==> src/sv/cbfl_pkg.sv <==
// Package for the chained block free-list store.
// Holds sizes, mode and status codes, and the controller/datapath command types.
// No dependencies.
package cbfl_pkg;

    localparam int NUM_BLOCKS = 64;
    localparam int DATA_WIDTH = 32;
    localparam int ADDR_W     = $clog2(NUM_BLOCKS);
    localparam int IDX_W      = 6;
    localparam int LINK_W     = 7;
    localparam int CNT_W      = 7;
    localparam int MODE_W     = 2;
    localparam int ST_W       = 2;

    localparam logic [LINK_W-1:0] LINK_END   = '1;
    localparam logic [CNT_W-1:0]  ACTIVE_MAX = CNT_W'(NUM_BLOCKS);

    localparam logic [MODE_W-1:0] MODE_WRITE = 2'd0;
    localparam logic [MODE_W-1:0] MODE_FREE  = 2'd1;
    localparam logic [MODE_W-1:0] MODE_READ  = 2'd2;

    localparam logic [ST_W-1:0] ST_OK       = 2'd0;
    localparam logic [ST_W-1:0] ST_NO_SPACE = 2'd1;
    localparam logic [ST_W-1:0] ST_RANGE    = 2'd2;

    typedef enum logic [3:0] {
        OP_NONE,
        OP_FMT,
        OP_LATCH,
        OP_SINGLE,
        OP_WR_A,
        OP_WR_B,
        OP_WALK_START,
        OP_WALK_ACT,
        OP_WALK_CHK
    } t_op;

    typedef enum logic [1:0] {
        CLS_SINGLE,
        CLS_ALLOC,
        CLS_FREE,
        CLS_READ
    } t_cls;

    typedef struct packed {
        t_op op;
    } t_cmd;

    typedef struct packed {
        t_cls cls;
        logic can_emit;
        logic fmt_last;
        logic walk_stop;
        logic walk_emit;
    } t_stat;

endpackage

==> src/sv/cbfl_ram.sv <==
// Generic single-write, single-read RAM with registered read data.
// Read-first on a same-address write. No dependencies.
module cbfl_ram #(
    parameter int WIDTH = 8,
    parameter int DEPTH = 64
) (
    input  logic                     i_clk,
    input  logic                     i_we,
    input  logic [$clog2(DEPTH)-1:0] i_waddr,
    input  logic [WIDTH-1:0]         i_wdata,
    input  logic                     i_re,
    input  logic [$clog2(DEPTH)-1:0] i_raddr,
    output logic [WIDTH-1:0]         o_rdata
);
    logic [WIDTH-1:0] r_mem [DEPTH];
    logic [WIDTH-1:0] r_rdata;

    always_ff @(posedge i_clk) begin
        if (i_we) begin
            r_mem[i_waddr] <= i_wdata;
        end
        if (i_re) begin
            r_rdata <= r_mem[i_raddr];
        end
    end

    assign o_rdata = r_rdata;
endmodule

==> src/sv/cbfl_ctrl.sv <==
// Controller state machine of the chained block free-list store.
// Sequences format sweep, write words and chain walks; uses cbfl_pkg.
module cbfl_ctrl (
    input  logic           i_clk,
    input  logic           i_rst_n,
    input  logic           i_in_valid,
    input  logic           i_cfg_wr,
    input  cbfl_pkg::t_stat i_stat,
    output logic           o_in_ready,
    output cbfl_pkg::t_cmd o_cmd
);
    import cbfl_pkg::*;

    typedef enum logic [2:0] {
        S_FMT,
        S_IDLE,
        S_DISP,
        S_WR_B,
        S_WK_ACT,
        S_WK_CHK
    } t_state;

    t_state r_state, n_state;
    logic   r_in_ready, n_in_ready;
    t_op    op;

    always_comb begin
        n_state = r_state;
        op      = OP_NONE;
        unique case (r_state)
            S_FMT: begin
                op = OP_FMT;
                if (i_stat.fmt_last) begin
                    n_state = S_IDLE;
                end
            end
            S_IDLE: begin
                if (i_in_valid) begin
                    op      = OP_LATCH;
                    n_state = S_DISP;
                end
            end
            S_DISP: begin
                unique case (i_stat.cls)
                    CLS_SINGLE: begin
                        if (i_stat.can_emit) begin
                            op      = OP_SINGLE;
                            n_state = S_IDLE;
                        end
                    end
                    CLS_ALLOC: begin
                        op      = OP_WR_A;
                        n_state = S_WR_B;
                    end
                    default: begin
                        op      = OP_WALK_START;
                        n_state = S_WK_ACT;
                    end
                endcase
            end
            S_WR_B: begin
                if (i_stat.can_emit) begin
                    op      = OP_WR_B;
                    n_state = S_IDLE;
                end
            end
            S_WK_ACT: begin
                op      = OP_WALK_ACT;
                n_state = S_WK_CHK;
            end
            S_WK_CHK: begin
                if (!i_stat.walk_emit || i_stat.can_emit) begin
                    op      = OP_WALK_CHK;
                    n_state = i_stat.walk_stop ? S_IDLE : S_WK_ACT;
                end
            end
            default: begin
                n_state = S_FMT;
            end
        endcase
        if (i_cfg_wr) begin
            n_state = S_FMT;
        end
        n_in_ready = (n_state == S_IDLE);
    end

    always_ff @(posedge i_clk) begin
        if (!i_rst_n) begin
            r_state    <= S_FMT;
            r_in_ready <= 1'b0;
        end else begin
            r_state    <= n_state;
            r_in_ready <= n_in_ready;
        end
    end

    assign o_in_ready = r_in_ready;
    assign o_cmd.op   = op;
endmodule

==> src/sv/cbfl_dpath.sv <==
// Datapath of the chained block free-list store: link and data RAMs,
// allocator registers and the output register. Uses cbfl_pkg and cbfl_ram.
module cbfl_dpath (
    input  logic                             i_clk,
    input  logic                             i_rst_n,
    input  cbfl_pkg::t_cmd                   i_cmd,
    output cbfl_pkg::t_stat                  o_stat,
    input  logic                             i_cfg_wr,
    input  logic [cbfl_pkg::CNT_W-1:0]       i_cfg_active_blocks,
    input  logic [cbfl_pkg::MODE_W-1:0]      i_mode,
    input  logic [cbfl_pkg::DATA_WIDTH-1:0]  i_data_word,
    input  logic [cbfl_pkg::CNT_W-1:0]       i_record_blocks,
    input  logic                             i_first_word,
    input  logic                             i_last_word,
    input  logic [cbfl_pkg::IDX_W-1:0]       i_head_index,
    input  logic                             i_out_ready,
    output logic                             o_out_valid,
    output logic [cbfl_pkg::ST_W-1:0]        o_status,
    output logic [cbfl_pkg::IDX_W-1:0]       o_block_index,
    output logic [cbfl_pkg::IDX_W-1:0]       o_record_head,
    output logic [cbfl_pkg::DATA_WIDTH-1:0]  o_read_data,
    output logic [cbfl_pkg::CNT_W-1:0]       o_used_count,
    output logic                             o_last_result
);
    import cbfl_pkg::*;

    // allocator state
    logic [CNT_W-1:0]  r_active;
    logic [LINK_W-1:0] r_free_head;
    logic [CNT_W-1:0]  r_used;
    logic [LINK_W-1:0] r_prev;
    logic [IDX_W-1:0]  r_rec_head;
    logic              r_rejected;
    logic [ADDR_W-1:0] r_fmt_idx;
    logic              r_out_valid;

    // latched transaction and walk position
    logic [MODE_W-1:0]     r_mode;
    logic [DATA_WIDTH-1:0] r_data;
    logic [CNT_W-1:0]      r_need;
    logic                  r_first;
    logic                  r_last;
    logic [IDX_W-1:0]      r_head;
    logic [IDX_W-1:0]      r_cur;
    logic [CNT_W-1:0]      r_cnt;

    // output payload
    logic [ST_W-1:0]       r_status;
    logic [IDX_W-1:0]      r_block_index;
    logic [IDX_W-1:0]      r_record_head;
    logic [DATA_WIDTH-1:0] r_read_data;
    logic [CNT_W-1:0]      r_used_count;
    logic                  r_last_result;

    // RAM ports
    logic                  chain_we, chain_re, free_we, free_re, data_we, data_re;
    logic [ADDR_W-1:0]     chain_waddr, chain_raddr, free_waddr, free_raddr;
    logic [ADDR_W-1:0]     data_waddr, data_raddr;
    logic [LINK_W-1:0]     chain_wdata, chain_rdata, free_wdata, free_rdata;
    logic [DATA_WIDTH-1:0] data_wdata, data_rdata;

    // decode
    t_op               op;
    t_cls              cls;
    logic [CNT_W-1:0]  need_eff, free_cnt, used_inc, used_dec, cnt_next, cfg_sat;
    logic              no_space, no_block, head_bad, can_emit, fmt_last;
    logic              end_stop, cnt_stop, bad_link, walk_stop, walk_emit, walk_st2;
    logic [LINK_W-1:0] prev_eff, fmt_next;
    logic              prev_ok;
    logic [IDX_W-1:0]  blk_b;

    // result being loaded
    logic                  e_load;
    logic [ST_W-1:0]       e_status;
    logic [IDX_W-1:0]      e_block;
    logic [IDX_W-1:0]      e_rhead;
    logic [DATA_WIDTH-1:0] e_rdata;
    logic [CNT_W-1:0]      e_used;

    assign op = i_cmd.op;

    always_comb begin
        need_eff = (r_need == '0) ? CNT_W'(1) : r_need;
        free_cnt = (r_used < r_active) ? (r_active - r_used) : '0;
        no_space = r_first && (need_eff > free_cnt);
        no_block = (r_free_head >= r_active);
        head_bad = (CNT_W'(r_head) >= r_active);
        unique case (r_mode)
            MODE_WRITE: cls = (no_space || (!r_first && r_rejected) || no_block)
                              ? CLS_SINGLE : CLS_ALLOC;
            MODE_FREE:  cls = head_bad ? CLS_SINGLE : CLS_FREE;
            MODE_READ:  cls = head_bad ? CLS_SINGLE : CLS_READ;
            default:    cls = CLS_SINGLE;
        endcase

        can_emit = !r_out_valid || i_out_ready;
        fmt_last = (r_fmt_idx == ADDR_W'(NUM_BLOCKS - 1));
        fmt_next = ((LINK_W'(r_fmt_idx) + LINK_W'(1)) < r_active)
                   ? (LINK_W'(r_fmt_idx) + LINK_W'(1)) : LINK_END;

        cnt_next  = r_cnt + CNT_W'(1);
        cnt_stop  = (cnt_next >= r_active);
        end_stop  = (chain_rdata == LINK_END);
        bad_link  = (chain_rdata >= r_active);
        walk_stop = end_stop || cnt_stop || bad_link;
        walk_emit = (r_mode == MODE_READ) || walk_stop;
        // a free walk ends cleanly on the count limit before checking the link
        walk_st2  = (r_mode == MODE_READ) ? (!end_stop && bad_link)
                                          : (!end_stop && !cnt_stop && bad_link);

        prev_eff = r_first ? LINK_END : r_prev;
        prev_ok  = (prev_eff < r_active);
        blk_b    = r_free_head[IDX_W-1:0];
        used_inc = (r_used == '1) ? r_used : (r_used + CNT_W'(1));
        used_dec = (r_used == '0) ? r_used : (r_used - CNT_W'(1));

        if (i_cfg_active_blocks == '0) begin
            cfg_sat = CNT_W'(1);
        end else if (i_cfg_active_blocks > ACTIVE_MAX) begin
            cfg_sat = ACTIVE_MAX;
        end else begin
            cfg_sat = i_cfg_active_blocks;
        end
    end

    always_comb begin
        o_stat.cls       = cls;
        o_stat.can_emit  = can_emit;
        o_stat.fmt_last  = fmt_last;
        o_stat.walk_stop = walk_stop;
        o_stat.walk_emit = walk_emit;
    end

    // RAM port selection
    always_comb begin
        chain_we    = 1'b0;
        chain_waddr = r_fmt_idx;
        chain_wdata = LINK_END;
        chain_re    = 1'b0;
        chain_raddr = ADDR_W'(r_cur);
        free_we     = 1'b0;
        free_waddr  = r_fmt_idx;
        free_wdata  = fmt_next;
        free_re     = 1'b0;
        free_raddr  = ADDR_W'(blk_b);
        data_we     = 1'b0;
        data_waddr  = ADDR_W'(blk_b);
        data_wdata  = r_data;
        data_re     = 1'b0;
        data_raddr  = ADDR_W'(r_cur);
        unique case (op)
            OP_FMT: begin
                chain_we = 1'b1;
                free_we  = 1'b1;
            end
            OP_WR_A: begin
                data_we     = 1'b1;
                chain_we    = 1'b1;
                chain_waddr = ADDR_W'(blk_b);
                free_re     = 1'b1;
            end
            OP_WR_B: begin
                chain_we    = prev_ok;
                chain_waddr = ADDR_W'(prev_eff);
                chain_wdata = LINK_W'(blk_b);
                free_we     = 1'b1;
                free_waddr  = ADDR_W'(blk_b);
                free_wdata  = LINK_END;
            end
            OP_WALK_ACT: begin
                chain_re = 1'b1;
                if (r_mode == MODE_FREE) begin
                    chain_we    = 1'b1;
                    chain_waddr = ADDR_W'(r_cur);
                    free_we     = 1'b1;
                    free_waddr  = ADDR_W'(r_cur);
                    free_wdata  = r_free_head;
                end else begin
                    data_re = 1'b1;
                end
            end
            default: begin
            end
        endcase
    end

    // result selection
    always_comb begin
        e_load   = 1'b0;
        e_status = ST_OK;
        e_block  = '0;
        e_rhead  = '0;
        e_rdata  = '0;
        e_used   = r_used;
        unique case (op)
            OP_SINGLE: begin
                e_load = 1'b1;
                if (r_mode == MODE_WRITE) begin
                    e_status = ST_NO_SPACE;
                    e_rhead  = no_space ? '0 : r_rec_head;
                end else if (r_mode == MODE_FREE || r_mode == MODE_READ) begin
                    e_status = ST_RANGE;
                    e_block  = r_head;
                    e_rhead  = r_head;
                end else begin
                    e_status = ST_RANGE;
                end
            end
            OP_WR_B: begin
                e_load  = 1'b1;
                e_block = blk_b;
                e_rhead = prev_ok ? r_rec_head : blk_b;
                e_used  = used_inc;
            end
            OP_WALK_CHK: begin
                e_load   = walk_emit;
                e_status = walk_st2 ? ST_RANGE : ST_OK;
                e_block  = r_cur;
                e_rhead  = r_head;
                e_rdata  = (r_mode == MODE_READ) ? data_rdata : '0;
            end
            default: begin
            end
        endcase
    end

    always_ff @(posedge i_clk) begin
        if (!i_rst_n) begin
            r_active    <= ACTIVE_MAX;
            r_free_head <= '0;
            r_used      <= '0;
            r_prev      <= LINK_END;
            r_rec_head  <= '0;
            r_rejected  <= 1'b0;
            r_fmt_idx   <= '0;
            r_out_valid <= 1'b0;
        end else begin
            if (e_load) begin
                r_out_valid <= 1'b1;
            end else if (i_out_ready) begin
                r_out_valid <= 1'b0;
            end
            if (i_cfg_wr) begin
                r_active    <= cfg_sat;
                r_free_head <= '0;
                r_used      <= '0;
                r_prev      <= LINK_END;
                r_rec_head  <= '0;
                r_rejected  <= 1'b0;
                r_fmt_idx   <= '0;
            end else begin
                unique case (op)
                    OP_FMT: begin
                        r_fmt_idx <= r_fmt_idx + ADDR_W'(1);
                    end
                    OP_SINGLE: begin
                        if (r_mode == MODE_WRITE) begin
                            if (r_first) begin
                                r_prev     <= LINK_END;
                                r_rejected <= no_space && !r_last;
                            end else if (r_rejected && r_last) begin
                                r_rejected <= 1'b0;
                            end
                        end
                    end
                    OP_WR_B: begin
                        r_free_head <= free_rdata;
                        if (!prev_ok) begin
                            r_rec_head <= blk_b;
                        end
                        r_used     <= used_inc;
                        r_prev     <= r_last ? LINK_END : LINK_W'(blk_b);
                        r_rejected <= 1'b0;
                    end
                    OP_WALK_ACT: begin
                        if (r_mode == MODE_FREE) begin
                            r_free_head <= LINK_W'(r_cur);
                            r_used      <= used_dec;
                        end
                    end
                    default: begin
                    end
                endcase
            end
        end
    end

    always_ff @(posedge i_clk) begin
        if (op == OP_LATCH) begin
            r_mode  <= i_mode;
            r_data  <= i_data_word;
            r_need  <= i_record_blocks;
            r_first <= i_first_word;
            r_last  <= i_last_word;
            r_head  <= i_head_index;
        end
        if (op == OP_WALK_START) begin
            r_cur <= r_head;
            r_cnt <= '0;
        end else if (op == OP_WALK_CHK && !walk_stop) begin
            r_cur <= chain_rdata[IDX_W-1:0];
            r_cnt <= cnt_next;
        end
        if (e_load) begin
            r_status      <= e_status;
            r_block_index <= e_block;
            r_record_head <= e_rhead;
            r_read_data   <= e_rdata;
            r_used_count  <= e_used;
            r_last_result <= (op == OP_WALK_CHK) ? walk_stop : 1'b1;
        end
    end

    cbfl_ram #(.WIDTH(LINK_W), .DEPTH(NUM_BLOCKS)) u_chain_ram (
        .i_clk   (i_clk),
        .i_we    (chain_we),
        .i_waddr (chain_waddr),
        .i_wdata (chain_wdata),
        .i_re    (chain_re),
        .i_raddr (chain_raddr),
        .o_rdata (chain_rdata)
    );

    cbfl_ram #(.WIDTH(LINK_W), .DEPTH(NUM_BLOCKS)) u_free_ram (
        .i_clk   (i_clk),
        .i_we    (free_we),
        .i_waddr (free_waddr),
        .i_wdata (free_wdata),
        .i_re    (free_re),
        .i_raddr (free_raddr),
        .o_rdata (free_rdata)
    );

    cbfl_ram #(.WIDTH(DATA_WIDTH), .DEPTH(NUM_BLOCKS)) u_data_ram (
        .i_clk   (i_clk),
        .i_we    (data_we),
        .i_waddr (data_waddr),
        .i_wdata (data_wdata),
        .i_re    (data_re),
        .i_raddr (data_raddr),
        .o_rdata (data_rdata)
    );

    assign o_out_valid   = r_out_valid;
    assign o_status      = r_status;
    assign o_block_index = r_block_index;
    assign o_record_head = r_record_head;
    assign o_read_data   = r_read_data;
    assign o_used_count  = r_used_count;
    assign o_last_result = r_last_result;
endmodule

==> src/sv/chained_block_free_list_store.sv <==
// Top level of the chained block free-list store.
// Instantiates cbfl_ctrl and cbfl_dpath; uses cbfl_pkg.
//
// Usage:
//  Input channel (i_in_valid/o_in_ready) takes one transaction per command:
//  write a record word, free a chain, or read a chain. Output channel
//  (o_out_valid/i_out_ready) returns result transactions; o_last_result marks
//  the final result of a command. Config channel (i_cfg_valid/o_cfg_ready)
//  sets active_blocks and reformats the store; it is always ready.
//  Flow: one command is in flight at a time. A write word is latched, then
//  writes the data and link RAMs, then the previous link and the free list
//  while its result is registered; a command that fails its checks is latched
//  and then emits its result. A free or read walk has a start state, then a
//  link RAM read state and a decision state per block. A read emits one result
//  per block. Reset and every config write start a format sweep over all
//  NUM_BLOCKS (64) link RAM entries; o_in_ready stays low until it is done.
//  If the receiver stalls, the result waits in the output register and the
//  walk holds on the next result; accepted input is never dropped.
module chained_block_free_list_store (
    input  logic                             i_clk,
    input  logic                             i_rst_n,
    input  logic                             i_in_valid,
    output logic                             o_in_ready,
    input  logic [cbfl_pkg::MODE_W-1:0]      i_mode,
    input  logic [cbfl_pkg::DATA_WIDTH-1:0]  i_data_word,
    input  logic [cbfl_pkg::CNT_W-1:0]       i_record_blocks,
    input  logic                             i_first_word,
    input  logic                             i_last_word,
    input  logic [cbfl_pkg::IDX_W-1:0]       i_head_index,
    output logic                             o_out_valid,
    input  logic                             i_out_ready,
    output logic [cbfl_pkg::ST_W-1:0]        o_status,
    output logic [cbfl_pkg::IDX_W-1:0]       o_block_index,
    output logic [cbfl_pkg::IDX_W-1:0]       o_record_head,
    output logic [cbfl_pkg::DATA_WIDTH-1:0]  o_read_data,
    output logic [cbfl_pkg::CNT_W-1:0]       o_used_count,
    output logic                             o_last_result,
    input  logic                             i_cfg_valid,
    output logic                             o_cfg_ready,
    input  logic [cbfl_pkg::CNT_W-1:0]       i_cfg_active_blocks
);
    import cbfl_pkg::*;

    t_cmd  cmd;
    t_stat stat;
    logic  cfg_wr;

    assign o_cfg_ready = 1'b1;
    assign cfg_wr      = i_cfg_valid && o_cfg_ready;

    cbfl_ctrl u_ctrl (
        .i_clk      (i_clk),
        .i_rst_n    (i_rst_n),
        .i_in_valid (i_in_valid),
        .i_cfg_wr   (cfg_wr),
        .i_stat     (stat),
        .o_in_ready (o_in_ready),
        .o_cmd      (cmd)
    );

    cbfl_dpath u_dpath (
        .i_clk               (i_clk),
        .i_rst_n             (i_rst_n),
        .i_cmd               (cmd),
        .o_stat              (stat),
        .i_cfg_wr            (cfg_wr),
        .i_cfg_active_blocks (i_cfg_active_blocks),
        .i_mode              (i_mode),
        .i_data_word         (i_data_word),
        .i_record_blocks     (i_record_blocks),
        .i_first_word        (i_first_word),
        .i_last_word         (i_last_word),
        .i_head_index        (i_head_index),
        .i_out_ready         (i_out_ready),
        .o_out_valid         (o_out_valid),
        .o_status            (o_status),
        .o_block_index       (o_block_index),
        .o_record_head       (o_record_head),
        .o_read_data         (o_read_data),
        .o_used_count        (o_used_count),
        .o_last_result       (o_last_result)
    );

    // one command in flight at a time
    a_one_in_flight: assert property (@(posedge i_clk) disable iff (!i_rst_n)
        (i_in_valid && o_in_ready) |=> !o_in_ready)
        else $error("input accepted back to back");

    // a config write starts the format sweep
    a_cfg_formats: assert property (@(posedge i_clk) disable iff (!i_rst_n)
        cfg_wr |=> !o_in_ready)
        else $error("ready high right after config write");

    // a range error always ends the command
    a_range_last: assert property (@(posedge i_clk) disable iff (!i_rst_n)
        (o_out_valid && o_status == ST_RANGE) |-> o_last_result)
        else $error("range error result not final");

    // a no-space result is final and names no block
    a_nospace_shape: assert property (@(posedge i_clk) disable iff (!i_rst_n)
        (o_out_valid && o_status == ST_NO_SPACE) |-> (o_last_result && o_block_index == '0))
        else $error("bad no-space result");
endmodule
==> config.mk <==
export PLATFORM = sky130hd
export DESIGN_NAME = chained_block_free_list_store
export DESIGN_NICKNAME = d
export VERILOG_FILES = /design/src/sv/cbfl_pkg.sv /design/src/sv/cbfl_ram.sv /design/src/sv/cbfl_ctrl.sv /design/src/sv/cbfl_dpath.sv /design/src/sv/chained_block_free_list_store.sv
export SDC_FILE = /design/constraint.sdc
export NUM_CORES = 2
export LEC_CHECK = 0
export BUFFER_PORTS_ARGS = -buffer_cell sky130_fd_sc_hd__buf_2
export CORE_MARGIN = 2
export CORE_UTILIZATION = 36
export CTS_BUF_LIST = sky130_fd_sc_hd__clkbuf_8
export CTS_CLUSTER_DIAMETER = 30
export DETAILED_ROUTE_END_ITERATION = 10
export HOLD_SLACK_MARGIN = 0.08
export SLEW_MARGIN = 20
export SYNTH_ARGS = -nofsm -noshare
export SYNTH_HDL_FRONTEND = slang
export SYNTH_SLANG_ARGS = --single-unit
export TNS_END_PERCENT = 20
==> constraint.sdc <==
create_clock -name i_clk -period 10.1 [get_ports i_clk]
set_input_delay 1.515 -clock i_clk [delete_from_list [all_inputs] [get_ports i_clk]]
set_output_delay 1.515 -clock i_clk [all_outputs]
set_load 0.1 [all_outputs]
==> metrics.csv <==
stage;metric;value;unit
outcome;status;finished clean;
min_path;hold_path.class;flop to flop;
synth;syn_nets;5635;
synth;yosys_warnings;0;
synth;yosysTopAreaCell;edfxtp_1;
clock_network;clkTransAtPathRegs;50;ps
floorplan;core_area;0.336;mm²
clock_network;ctsResizeCount;0;
synth;synth_edf_count;3099;
final_layout;final_area;0.142;mm²
floorplan;die_y;585;µm
routing;first_pass_iters;8;
clock_network;clockRootBuffer;clkbuf_8;
run;drv_cap;0;
setup_path;critical_path_buf_inv_count;3;
routing;vias;59700;
setup_path;crit_path_start_kind;flop;
setup_path;max_stage_delay;1070;ps
placed_design;dpl.hpwl;181;mm
clock_network;clock_path_buffers;4;
sta;rsz0062_at_grt;false;
final_layout;syn2layout_area_growth;16.6;%
setup_path;worstPathRequired;10960;ps
final_layout;final_util;42.2;%
power_and_ir_drop;p_total;0.0275;W
placed_design;globalplace.congestion;0.838;
setup_path;critical_path.startpoint;u_dpath.r_used[1]$_SDFFE_PP0P_;
final_layout;nNetsFinal;6193;
sta;slew_headroom;23.5;%
placed_design;portBuffers;116;
setup_path;path_max_fanout;23;
setup_path;critical_path_class;flop to flop;
clock_network;ctsHoldBuffers;0;
synth;yosysSeqAreaShare;77.4;%
setup_path;worst_setup_path_end_kind;flop;
sta;fmax;132;MHz
sta;setup_tns;0;ps
final_layout;final_cell_mix;edfxtp_1 (3099), mux4_2 (819), clkbuf_8 (603);
setup_path;cp_cell_sequence;inv_1 > ha_1 > nor2b_1 > o21ai_0 > a21oi_1 > o21ai_0 > a21boi_0 > o21a_1 > o22a_1 > nand3b_1 > ha_1 > and4_1 > a21boi_1 > o311ai_1 > a2111o_1 > o2111ai_1 > clkinv_1 > nand2_1 > nor2_4 > buf_4;
final_layout;layout_commonest_cell;edfxtp_1;
sta;finalHoldViolations;0;
global_route;grt_max_degree;141;
synth;async_reset_ff_share;0;%
sta;finalWorstSetupSlack;2510;ps
final_layout;drive_above_1_share;31.8;%
clock_network;clk-insertion-delay-late;1190;ps
routing;antenna_left;0;
global_route;antenna_found_initial;14;
global_route;overflow;0;
sta;period_needed;7590;ps
power_and_ir_drop;max-vdd-ir-drop;0.132;mV
setup_path;crit_slowest_cell;nor2_4;
setup_path;r2r-end;u_dpath.u_data_ram.r_mem[24][5]$_DFFE_PP_;
synth;yosys.area.top_type_share;76.5;%
floorplan;die_w;585;µm
synth;netlist_instances;5510;
clock_network;cts_made_buffers;594;
setup_path;cp_num_cells;20;
sta;slew_violations;0;
routing;totalWireLength;300;mm
synth;ys_types;87;
routing;routed_via_density;5.39;
synth;avgSynthCellArea;22.1;µm²
synth;synth_area_leaders;edfxtp_1 (77%), mux4_2 (15%), a22oi_1 (1.0%);
placed_design;place_area;0.129;mm²
floorplan;rows;213;
setup_path;cp.arrival;8450;ps
synth;ys_ff_latch;3152;
setup_path;critPathTopFamily;compound AO/OA/AOI/OAI gates;
global_route;grt_pass1_vias;61500;
floorplan;start_util;36.2;%
sta;setup_viol;0;
sta;timing.final.crit_share;75.1;%
synth;synth_area;0.122;mm²
placed_design;dpl_worst_slack;2630;ps
power_and_ir_drop;power_leakage;45.7;nW
floorplan;dieArea;0.342;mm²
setup_path;reg2reg_slack;2510;ps
sta;tightestPinTransition;1150;ps
setup_path;reg2regPathDepth;20;
routing;drt_iter0_markers;6580;
clock_network;clock_sinks;3152;
floorplan;io_pins;118;
min_path;hold_depth;1;
global_route;grt.total_usage;17.3;%
clock_network;cts_tree;done;
power_and_ir_drop;power_density;194;mW/mm²
clock_network;post-cts-setup-buffer-count;0;
routing;post_drt_wl_per_cell;27.1;µm
setup_path;r2r-start;u_dpath.r_used[1]$_SDFFE_PP0P_;
synth;synth_top_flop_cell;edfxtp_1;
routing;drc_errors;0;
setup_path;endpoint;u_dpath.u_data_ram.r_mem[24][5]$_DFFE_PP_;
clock_network;ctsHtreeMaxLevel;6;
global_route;grt_first_pass_wirelength;435;mm
sta;finClkSkew;88.6;ps
## cell families after synthesis
kind of cell	count (synthesis)	share of synthesized area (%)
muxes	834	15.3
and+or+nand+nor	589	2.29
other	1	0.00308
DFF	3152	77.4
xor gates and xnor gates	28	0.202
AOI/OAI and AO/OA	485	3.03
adders and majority gates	64	0.665
buffers and inverters	357	1.13
## sequential cells by signal (all words and copies together), names as in the netlist, 7 cells and up
register	count
u_dpath.data_wdata	32
u_dpath.o_read_data	32
u_dpath.o_used_count	7
u_dpath.r_active	7
u_dpath.r_cnt	7
u_dpath.r_free_head	7
u_dpath.r_need	7
u_dpath.r_prev	7
u_dpath.r_used	7
u_dpath.u_chain_ram.o_rdata	7
u_dpath.u_chain_ram.r_mem	448
u_dpath.u_data_ram.o_rdata	32
u_dpath.u_data_ram.r_mem	2048
u_dpath.u_free_ram.o_rdata	7
u_dpath.u_free_ram.r_mem	448
## power breakdown
group	switching, W	internal [W]	total [W]
registers	0.00000554	0.0142	0.0142
logic	0.000129	0.0000425	0.000171
clock network	0.00564	0.00748	0.0131
## cell usage after synthesis (11+ instances only)
cell type,count
o22ai_1,16
a22oi_1,167
nor4_1,21
a21o_1,11
a21oi_1,39
dfxtp_1,53
buf_2,11
mux4_2,819
nor3_1,30
mux2i_1,15
nand2b_1,18
xnor2_1,19
nor2b_1,12
o21ai_0,27
edfxtp_1,3099
and3_1,37
clkbuf_1,224
nand2_1,112
nor2_1,253
a221oi_1,34
ha_1,63
nand3b_1,17
inv_1,43
a31oi_1,36
a41oi_1,23
nand3_1,31
buf_1,74
a22o_1,36
## through the flow
| stage | hold WS [ps] | instances |
|---|---|---|
| floorplan | 448 | 5510 |
| global placement | 456 | 9960 |
| detailed placement | 472 | 9975 |
| CTS | 379 | 11100 |
| global route | 428 | 11100 |
| finish | 490 | 11100 |
## final cells by class
class / count / area [µm²]
Tap cell: 4515 / 5650
Inverter: 44 / 165
Antenna cell: 8 / 20.0
Clock inverter: 479 / 4440
Timing Repair Buffer: 275 / 2240
Multi-Input combinational cell: 2001 / 26800
Fill cell: 28900 / 195000
Sequential cell: 3152 / 94100
Clock buffer: 603 / 8300
## worst min path at each step
stage	start	end	slack, ps
after floorplan	u_dpath.r_cnt[6]$_SDFFE_PP0P_	u_dpath.r_cnt[6]$_SDFFE_PP0P_	450
after global placement	u_dpath.r_cnt[6]$_SDFFE_PP0P_	u_dpath.r_cnt[6]$_SDFFE_PP0P_	460
after detailed placement	u_dpath.r_prev[3]$_SDFFE_PP1P_	u_dpath.r_prev[3]$_SDFFE_PP1P_	470
after CTS	i_data_word[8]	u_dpath.data_wdata[8]$_DFFE_PN_	380
after global routing	i_data_word[21]	u_dpath.data_wdata[21]$_DFFE_PN_	430
final	u_dpath.r_cnt[6]$_SDFFE_PP0P_	u_dpath.r_cnt[6]$_SDFFE_PP0P_	490
## worst register-to-register path: stages (launching register included)
cell and delay [ps]:
dfxtp_1 370, inv_1 150, ha_1 340, nor2b_1 140, o21ai_0 110, a21oi_1 210, o21ai_0 130, a21boi_0 270
o21a_1 150, o22a_1 250, nand3b_1 130, ha_1 300, and4_1 220, a21boi_1 140, o311ai_1 660, a2111o_1 700
o2111ai_1 400, clkinv_1 460, nand2_1 770, nor2_4 1070, buf_4 350
## routing by layer
metal | track usage, % | routed length [µm] | part of all wire (%) | up-vias
met5 | 0 | 74 | 0.025 | -
met4 | 4.86 | 7110 | 2.4 | 10
met3 | 3.52 | 22600 | 7.5 | 469
met2 | 27.3 | 143000 | 48 | 2545
met1 | 24.4 | 128000 | 43 | 31900
li1 | - | - | - | 24800
Note: power is estimated with default switching activity, not from simulation.
